==> src/tlbw_sram.sv <==
`timescale 1ns / 1ps
// Simple dual-port synchronous RAM with one write and one registered read port.
module tlbw_sram #(
	parameter int DEPTH = 64,
	parameter int WIDTH = 16,
	parameter int AW    = 6
) (
	input  logic             clk,
	input  logic             we,
	input  logic [AW-1:0]    waddr,
	input  logic [WIDTH-1:0] wdata,
	input  logic             re,
	input  logic [AW-1:0]    raddr,
	output logic [WIDTH-1:0] rdata
);

	logic [WIDTH-1:0] mem_q [DEPTH];

	always_ff @(posedge clk) begin
		if (we) begin
			mem_q[waddr] <= wdata;
		end
	end

	// Read data holds between read enables.
	always_ff @(posedge clk) begin
		if (re) begin
			rdata <= mem_q[raddr];
		end
	end

endmodule

==> config.mk <==
export PLATFORM = sky130hd
export DESIGN_NAME = tlbw_sram
export DESIGN_NICKNAME = d
export VERILOG_FILES = /design/src/tlbw_sram.sv
export SDC_FILE = /design/constraint.sdc
export NUM_CORES = 1
export LEC_CHECK = 0
export ABC_AREA = 1
export BUFFER_PORTS_ARGS = -buffer_cell sky130_fd_sc_hd__clkbuf_2
export CORE_UTILIZATION = 40
export DETAILED_ROUTE_END_ITERATION = 16
export GPL_ROUTABILITY_DRIVEN = 0
export SLEW_MARGIN = 30
export SYNTH_ARGS = -nofsm -noshare
export SYNTH_HDL_FRONTEND = slang
export SYNTH_SLANG_ARGS = --single-unit
==> constraint.sdc <==
create_clock -name clk -period 4.4 [get_ports clk]
set_clock_uncertainty 0.05 [all_clocks]
set_input_delay 0.22 -clock clk [delete_from_list [all_inputs] [get_ports clk]]
set_output_delay 0.22 -clock clk [all_outputs]
set_load 0.02 [all_outputs]
[After elaboration in Yosys (flattened, before gate mapping)]
Memory sizes are Yosys's and may differ from the RTL's. A register that Yosys moved wholly into a read port is not among the register bits.
Index checks and enable logic that the tools add are counted.
Storage, ports and cells
  register bits after elaboration: 0
  memory bits (writable): 1024
  input port bits: 31
  output and inout bits: 16
  logic and storage cells: 3
  memories kept: 1
Memories
  mem_q: depth 64, width 16, rd ports 1, clocked after Yosys merged registers in 1, wr ports 1, line 17  | logic [WIDTH-1:0] mem_q [DEPTH];
Cells by class
  muxes and demuxes: 2
Operator list (count)
  $mux W1: 2

[Logic depth before layout (Yosys ltp)]
  depth after elaboration: 2
  depth in mapped cells: 12
  gate-level depth less buffers: 9

[Least setup slack after synthesis]
No wires, ideal clock.
  kind: input-to-reg
  start: in we
  end: mem mem_q[48][0] (enable)
  library setup time: 431 ps
  arrival: 2344 ps
  data required time: 3919 ps
  setup slack: 1576 ps
  cell stages on the path: 3
  path buffers: 1
  cells stage by stage: clkbuf_1 > nand4_1 > nor4_1
On the way
  word-level cells in the longest chain between the ends: 2
Ends and longest elaborated chain
  from (decl): line 9  | input logic we,
  $mux W1: line 20  | if (we) begin
  $mux W1 (implied by the code): line 21  | mem_q[waddr] <= wdata;
  to (decl): line 17
No other way between the ends.

==> impl_metrics.env <==
export IMPL_placed_area_um2=43900
export IMPL_drt_pass1_iter_count=5
export IMPL_area_growth_pct=11.8
export IMPL_holdWs_ps=71.2
export IMPL_min_path_cells=1
export IMPL_placedCellCount=4828
export IMPL_design_core_area_um2=104000
export IMPL_finalCritPeriodShare_pct=57.3
export IMPL_max_stage_delay_ps=480
export IMPL_grt_setup_unrepaired="false"
export IMPL_crit_family="simple AND/OR/NAND/NOR gates"
export IMPL_fin_crit_ps=2520
export IMPL_finalNonFillerCells=5029
export IMPL_hp_class="input pin to flop"
export IMPL_max_vdd_ir_drop_mv=0.334
export IMPL_die_area_um2=107000
export IMPL_cts_root_buf="clkbuf_16"
export IMPL_chipWidth_um=327
export IMPL_yosysUniqueCellTypes=15
export IMPL_mostFrequentLayoutCell="nand2_1"
export IMPL_crit_start="raddr[0]"
export IMPL_fin_ws_ps=1880
export IMPL_crit_path_end="rdata[6]"
export IMPL_setup_viol=0
export IMPL_critPathArrivalTime_ps=3010
export IMPL_layout_common_cells="nand2_1 (1296), edfxtp_1 (1040), nand3_1 (871)"
export IMPL_grt_overflow=0
export IMPL_design_portCount=47
export IMPL_fmax_ghz=0.397
export IMPL_port_buffers=46
export IMPL_wl_per_cell_um=23.2
export IMPL_start_util_pct=40.6
export IMPL_postCtsHoldBufs=0
export IMPL_vias=27397
export IMPL_power_density_nw_per_um2=447
export IMPL_syn_area_per_cell_um2=12.0
export IMPL_numCtsBuffers=108
export IMPL_nFillCells=9265
export IMPL_grt_max_degree=192
export IMPL_grt_usage_pct=21.6
export IMPL_critPathSlowestCell="buf_8"
export IMPL_place_ws_ps=1240
export IMPL_initialDrtViolationCount=3259
export IMPL_cts_tree="done"
export IMPL_start_kind="input pin"
export IMPL_grt_pass1_vias=25405
export IMPL_path_buf_inv=3
export IMPL_cts_htree_levels=3
export IMPL_clkTransAtPathRegs_ps=60
export IMPL_rows=118
export IMPL_clk_path_buf_depth=3
export IMPL_critical_path_class="input pin to flop"
export IMPL_die_h_um=327
export IMPL_drcViolationCount=0
export IMPL_worstHoldStart="wdata[14]"
export IMPL_timing_rr_start="mem_q[52][1]"
export IMPL_insertion_delay_ps=690
export IMPL_crit_chain="buf_8 > buf_12 > buf_16 > nand2_1 > nand3_1 > nand3_1 > nand2_1 > nand2_1 > nand3_1 > nand3_1 > nand2_1"
export IMPL_synth_cell_area_um2=42300
export IMPL_path_depth=11
export IMPL_fin_area_um2=47300
export IMPL_slew_headroom_pct=30.1
export IMPL_r2r_end="rdata[1]"
export IMPL_wl_um=117000
export IMPL_grt_pass1_wl_um=172000
export IMPL_hold_viol=0
export IMPL_worstMarginPinSlew_ps=1050
export IMPL_cp_max_fo=125
export IMPL_critical_path_endpoint_type="flop"
export IMPL_leakage_nw=16.9
export IMPL_setup_tns_ps=0
export IMPL_hpwl_um=63800
export IMPL_drt_vias_per_instance=5.45
export IMPL_ys_seq_area_share_pct=73.9
export IMPL_layout_nets=3590
export IMPL_syn_inst=3517
export IMPL_status="finished, final reports clean"
export IMPL_synthesis_nets=3548
export IMPL_synth_seq_cells=1040
export IMPL_required_ps=4890
export IMPL_antenna_found_initial=7
export IMPL_ant_nets=0
export IMPL_r2r_cells=8
export IMPL_drive_gt1_share_pct=8.66
export IMPL_clock_sinks=1040
export IMPL_cts_resized=0
export IMPL_cap_violations=0
export IMPL_ff2ff_setup_slack_ps=2430
export IMPL_synth_warnings=0
export IMPL_post_cts_buffers=0
export IMPL_maxSlewViolCount=0
## sequential cells by signal, indices dropped and copies added (netlist names)
register / flops
mem_q: 1024
rdata: 16
## metrics by stage
step	total power (W)	util, %
floorplan	0.0120	-
global placement	0.0125	42.1
detailed placement	0.0126	42.1
CTS	0.0212	45.4
global route	0.0217	45.4
finish	0.0211	45.4
## layer usage
metal  up-vias  share of wire, %  track usage (%)
met5         -             0.046                0
met4         8               3.0             7.54
met3       164               9.2             4.34
met2      1183                45             31.9
met1     13547                43             31.7
li1      12495                 -                -
## area by class of cell
cell class	count	area (um^2)	area share (%)
diodes	2	5.00	0.0106
clock buffers	129	2800	5.93
clock inverters	69	564	1.19
inverters	12	76.3	0.161
multi-input cells	2240	9590	20.3
flip-flops and latches	1040	31200	66.1
well taps	1380	1730	3.65
repair buffers	157	1260	2.67
## cells by family after synthesis
family        Yosys count  synth area share (%)
simple gates         2240                  22.6
flops                1040                  73.9
buf+inv               237                  3.52
## worst min path at each step
stage / endpoint / slack [ps]
5_1_grt: mem_q[19][14] / 70
3_5_place_dp: rdata[9] / 730
4_1_cts: mem_q[18][14] / 60
2_1_floorplan: mem_q[0][0] / 270
3_3_place_gp: rdata[9] / 730
6_report: mem_q[19][14] / 70
## cell usage after synthesis
library cell	count	area share, %
buf_1	17	0.15
buf_2	113	1.3
buf_4	19	0.34
buf_6	49	1.3
buf_8	1	0.036
clkbuf_1	26	0.23
edfxtp_1	1040	74
inv_1	9	0.080
inv_2	2	0.018
inv_8	1	0.027
nand2_1	1296	12
nand3_1	871	10
nand4_1	9	0.13
nor2_1	56	0.50
nor4_1	8	0.12
## report_power, final
part	total (W)	leakage, nW	internal (W)	switching, W
logic	0.00132	5.86	0.000303	0.00102
registers	0.0110	9.37	0.0110	0.0000363
clock network	0.00877	1.65	0.00499	0.00378
total	0.0211	16.9	0.0163	0.00483
## worst register-to-register path, cell delays in order, from the launching register on
cell	delay (ps)
edfxtp_1	370
nand2_1	70
nand3_1	80
nand3_1	140
nand2_1	120
nand2_1	80
nand3_1	240
nand3_1	450
nand2_1	90
No activity file was read; power rests on OpenSTA's default activity.
