### config.mk
export PLATFORM = sky130hd
export DESIGN_NAME = tlbw_slot_mod
export DESIGN_NICKNAME = d
export VERILOG_FILES = /design/src/tlbw_slot_mod.sv
export SDC_FILE = /design/constraint.sdc
export NUM_CORES = 1
export LEC_CHECK = 0
export ABC_AREA = 1
export BUFFER_PORTS_ARGS = -buffer_cell sky130_fd_sc_hd__buf_2
export CAP_MARGIN = 10
export CORE_AREA = 2 2 39 41
export DETAILED_ROUTE_END_ITERATION = 8
export DIE_AREA = 0 0 41 43
export GPL_TIMING_DRIVEN = 0
export HOLD_SLACK_MARGIN = 0.06
export PLACE_DENSITY = 0.76
export SYNTH_ARGS = -nofsm -noshare
export SYNTH_HDL_FRONTEND = slang
export SYNTH_SLANG_ARGS = --single-unit
### constraint.sdc
create_clock -name clk -period 1 [get_ports clk]
set_clock_uncertainty 0.05 [all_clocks]
set_input_delay 0.15 -clock clk [delete_from_list [all_inputs] [get_ports clk]]
set_output_delay 0.15 -clock clk [all_outputs]
set_load 0.03 [all_outputs]
### src/tlbw_slot_mod.sv
`timescale 1ns / 1ps
// Three-stage pipelined remainder of the virtual page number by the TLB depth.
module tlbw_slot_mod #(
	parameter int TLB_DEPTH = 64,
	parameter int VPN_W     = 20,
	parameter int SLOT_W    = 6
) (
	input  logic              clk,
	input  logic              arst_n,
	input  logic              in_valid,
	input  logic [VPN_W-1:0]  vpn,
	output logic              out_valid,
	output logic [SLOT_W-1:0] slot
);

	localparam int DEP_W  = $clog2(TLB_DEPTH + 1);
	localparam int PROD_W = 2 * VPN_W + 1;
	localparam int WIDE_W = VPN_W + DEP_W;
	// Reciprocal scaled by 2^VPN_W, rounded down: the quotient estimate is low by at most one.
	localparam logic [VPN_W:0] RECIP = (VPN_W + 1)'((64'd1 << VPN_W) / 64'(TLB_DEPTH));
	localparam logic [WIDE_W-1:0] DEPTH_W = WIDE_W'(TLB_DEPTH);

	logic              valid_s1, valid_s2, valid_s3;
	logic [VPN_W-1:0]  vpn_s1, vpn_s2;
	logic [PROD_W-1:0] prod_s1;
	logic [VPN_W-1:0]  prod_s2;
	logic [SLOT_W-1:0] slot_s3;
	logic [VPN_W-1:0]  quot;
	logic [WIDE_W-1:0] back_mul;
	logic [WIDE_W-1:0] rem;

	assign quot     = prod_s1[2*VPN_W-1:VPN_W];
	assign back_mul = WIDE_W'(quot) * DEPTH_W;
	assign rem      = WIDE_W'(vpn_s2 - prod_s2);

	always_ff @(posedge clk or negedge arst_n) begin
		if (!arst_n) begin
			valid_s1 <= 1'b0;
			valid_s2 <= 1'b0;
			valid_s3 <= 1'b0;
		end else begin
			valid_s1 <= in_valid;
			valid_s2 <= valid_s1;
			valid_s3 <= valid_s2;
		end
	end

	always_ff @(posedge clk) begin
		vpn_s1  <= vpn;
		prod_s1 <= PROD_W'(vpn) * PROD_W'(RECIP);
		vpn_s2  <= vpn_s1;
		prod_s2 <= back_mul[VPN_W-1:0];
		if (rem >= DEPTH_W) begin
			slot_s3 <= SLOT_W'(rem - DEPTH_W);
		end else begin
			slot_s3 <= SLOT_W'(rem);
		end
	end

	assign out_valid = valid_s3;
	assign slot      = slot_s3;

	assert property (@(posedge clk) disable iff (!arst_n)
		out_valid |-> (WIDE_W'(slot) < DEPTH_W))
		else $error("slot remainder not below the TLB depth");

	assert property (@(posedge clk) disable iff (!arst_n)
		in_valid |-> ##3 out_valid)
		else $error("slot result did not appear three cycles after the request");

	assert property (@(posedge clk) disable iff (!arst_n)
		valid_s2 |-> (prod_s2 <= vpn_s2))
		else $error("quotient estimate overshoots the page number");

endmodule

# Word-level counts from Yosys, hierarchy flattened
# Index checks and enable logic that the tools add are counted.
[totals]
ff_bits = 63
inputBits = 23
output_inout_bits = 7
[op_classes]
addsub = 2
magnitude_cmp = 1
n_mux = 1
[op_table]
columns = ["operator", "count"]
rows = [
  ["$ge 27x7->1 const B", 1],
  ["$sub 20x20->21", 1],
  ["$mux 6", 1],
  ["$sub 6x1->6 const B", 1],
]

# Depth between registers and ports, before layout
[logic_depth]
ltp_word = 3
mapped_depth = 0
mapped_depth_nobuf = 0

# Worst setup path before layout
# Ideal clock, no wire load.
[synth_path]
path_type = "register to output"
from = "reg valid_s3 (netlist: out_valid)"
to = "out out_valid"
t_arrival_ns = 0.467
t_required_ns = 0.800
slack_ns = 0.333
stages_incl_launch_ff = 1
cell_sequence = "dfrtp_1"
[synth_rtl]
columns = ["item", "line_no", "rtl"]
rows = [
  ["start: declaration", "23", "logic valid_s1, valid_s2, valid_s3;"],
  ["start signal: assignment", "44", "valid_s3 <= valid_s2;"],
  ["end: declaration", "12", "output logic out_valid,"],
]
# No word-level cell between the ends.

# Final worst setup path
[layout_path]
from = "reg valid_s3 (netlist: out_valid)"
to = "out out_valid"
# No word-level cell between the ends.

==> flow_metrics.env <==
export IMPL_violations="negative setup slack"
export IMPL_cts_tree="built"
export IMPL_worstReg2RegEnd="out_valid"
export IMPL_max_clock_path_buffers=2
export IMPL_portBuffers=15
export IMPL_grt_pass1_wl_um=752
export IMPL_clkLatencyLatePin_ns=0.29
export IMPL_worstPathMaxFanout=1
export IMPL_crit_slowest_cell="dfrtp_1"
export IMPL_min_path_type="in2async"
export IMPL_synth_cells=21
export IMPL_start_util_pct=31.5
export IMPL_synth_area_um2=435
export IMPL_nNetsFinal=72
export IMPL_antenna_left=0
export IMPL_path_cells="buf_6"
export IMPL_tns_ns=-0.00718
export IMPL_final_cell_area_um2=689
export IMPL_crit_path_start_kind="flop"
export IMPL_die_height_um=43
export IMPL_htree_levels=1
export IMPL_slew_violations=0
export IMPL_cts_root_buf="clkbuf_4"
export IMPL_vias=231
export IMPL_numCtsBuffers=3
export IMPL_crit_family="flip-flops"
export IMPL_fmax_ghz=0.993
export IMPL_cts_num_sinks=21
export IMPL_setup_viol=1
export IMPL_grt_antenna_before_repair=0
export IMPL_wire_per_inst_um=7.44
export IMPL_wl_um=476
export IMPL_grt_max_degree=13
export IMPL_peakVddDrop_mv=1.01
export IMPL_rsz0062_at_grt="yes"
export IMPL_top_layer="met3"
export IMPL_ys_top_cells_by_area="dfxtp_1 (83%), dfrtp_1 (17%)"
export IMPL_syn2layout_area_growth_pct=58.3
export IMPL_reg2reg_depth=0
export IMPL_r2r_start="valid_s2"
export IMPL_grt_overflow=0
export IMPL_ys_ff_latch=21
export IMPL_rows=14
export IMPL_clk_pin_slew_ns=0.10
export IMPL_place_gp_congestion=0.575
export IMPL_cp_num_buf_inv=1
export IMPL_power_density_nw_per_um2=1980
export IMPL_synth_warnings=0
export IMPL_max_slew_margin_pct=93.3
export IMPL_drt_met1_wl_um=183
export IMPL_multiInputGateArea_um2=0
export IMPL_core_um2=1380
export IMPL_crit_arrival_ns=0.81
export IMPL_antenna_cells=0
export IMPL_drc=0
export IMPL_drv_cap=0
export IMPL_drive_above_1_share_pct=52.1
export IMPL_synth_distinct_cells=2
export IMPL_hold_viol=0
export IMPL_dr_wl_met3_um=56
export IMPL_die_width_um=41
export IMPL_status="finished with violations"
export IMPL_reg2reg_slack_ns=0.48
export IMPL_post_route_min_period_ns=1.01
export IMPL_tightest_slew_ns=0.100
export IMPL_syn_num_nets=44
export IMPL_post_cts_buffers=0
export IMPL_crit_required_ns=0.80
export IMPL_dr_first_iter_drc_count=0
export IMPL_grt_pass1_vias=193
export IMPL_placed_area_um2=531
export IMPL_post_route_period_util_pct=101
export IMPL_final_cell_mix="dfxtp_1 (12), dlygate4sd3_1 (8), buf_2 (8), buf_6 (7), dfxtp_2 (6)"
export IMPL_multi_input_cells=0
export IMPL_grt_total_usage_pct=7.86
export IMPL_worstSetupEndpointType="output pin"
export IMPL_synth_top_area_share_pct=82.8
export IMPL_wl_met2_um=236
export IMPL_die_area_um2=1760
export IMPL_vias_per_cell=3.61
export IMPL_leakage_nw=0.312
export IMPL_avgSynthCellArea_um2=20.7
export IMPL_synth_top_cell_by_area="dfxtp_1"
export IMPL_first_pass_iters=1
export IMPL_final_common_cell="dfxtp_1"
export IMPL_synth_seq_area_share_pct=100
export IMPL_worst_setup_path_type="reg2out"
export IMPL_critPathMaxStageDelay_ns=0.39
export IMPL_fin_ws_ns=-0.00718
export IMPL_ios=30
==> kinds of logic after synthesis <==
logic type	synth area share (%)
DFF	100
==> what timing repair did <==
| action | 4_1_cts | 5_1_grt |
|---|---|---|
| endpoints found under the hold margin | 10 | 0 |
| hold buffers | 8 | 0 |
| endpoints found under the setup margin | 7 | 7 |
| resized for setup | 8 | 12 |
==> area by class of cell <==
class | instances | area [µm²]
fill | 131 | 694
clock buffer | 3 | 22.5
tap | 16 | 20.0
sequential | 21 | 443
timing repair buffer | 23 | 199
clock inverter | 1 | 5.00
==> power breakdown <==
part / internal (mW) / switching, mW
Sequential: 0.885 / 0.0120
Combinational: 0.0582 / 0.0432
Clock: 0.149 / 0.216
Total: 1.09 / 0.271
==> synth_stat cells <==
master	instances
dfxtp_1	18
dfrtp_1	3
==> stage by stage <==
step	cells	total power, mW	hold slack, ns	util, %	worst slack, ns
after global routing	64	1.45	0.111	49.8	-0.0716
after floorplan	21	0.940	-0.196	-	0.333
final	64	1.36	0.121	49.8	-0.00718
after global placement	52	0.970	-0.104	38.3	0.299
after detailed placement	52	0.972	-0.102	38.3	0.289
after CTS	64	1.38	0.103	47.6	-0.0324
==> state kept, by name, indices dropped and copies added (netlist names) <==
register and cells:
slot 6, vpn_s2 6, out_valid 1, valid_s1 1, valid_s2 1, vpn_s1 6
==> layer usage <==
layer | track usage [%] | vias up
li1 | - | 118
met1 | 6.10 | 98
met2 | 9.06 | 15
met3 | 7.85 | 0
met4 | 10.0 | 0
met5 | 0 | -
==> how the worst max path moves through the flow <==
| stage | cells past startpoint | slack, ns | end | start |
|---|---|---|---|---|
| final | 1 | -0.007 | out_valid | out_valid |
| after global routing | 1 | -0.07 | out_valid | out_valid |
| after CTS | 1 | -0.03 | out_valid | out_valid |
| after detailed placement | 1 | 0.29 | out_valid | out_valid |
| after global placement | 1 | 0.30 | out_valid | out_valid |
| after floorplan | 0 | 0.33 | out_valid | out_valid |
(Power assumes the default switching activity.)
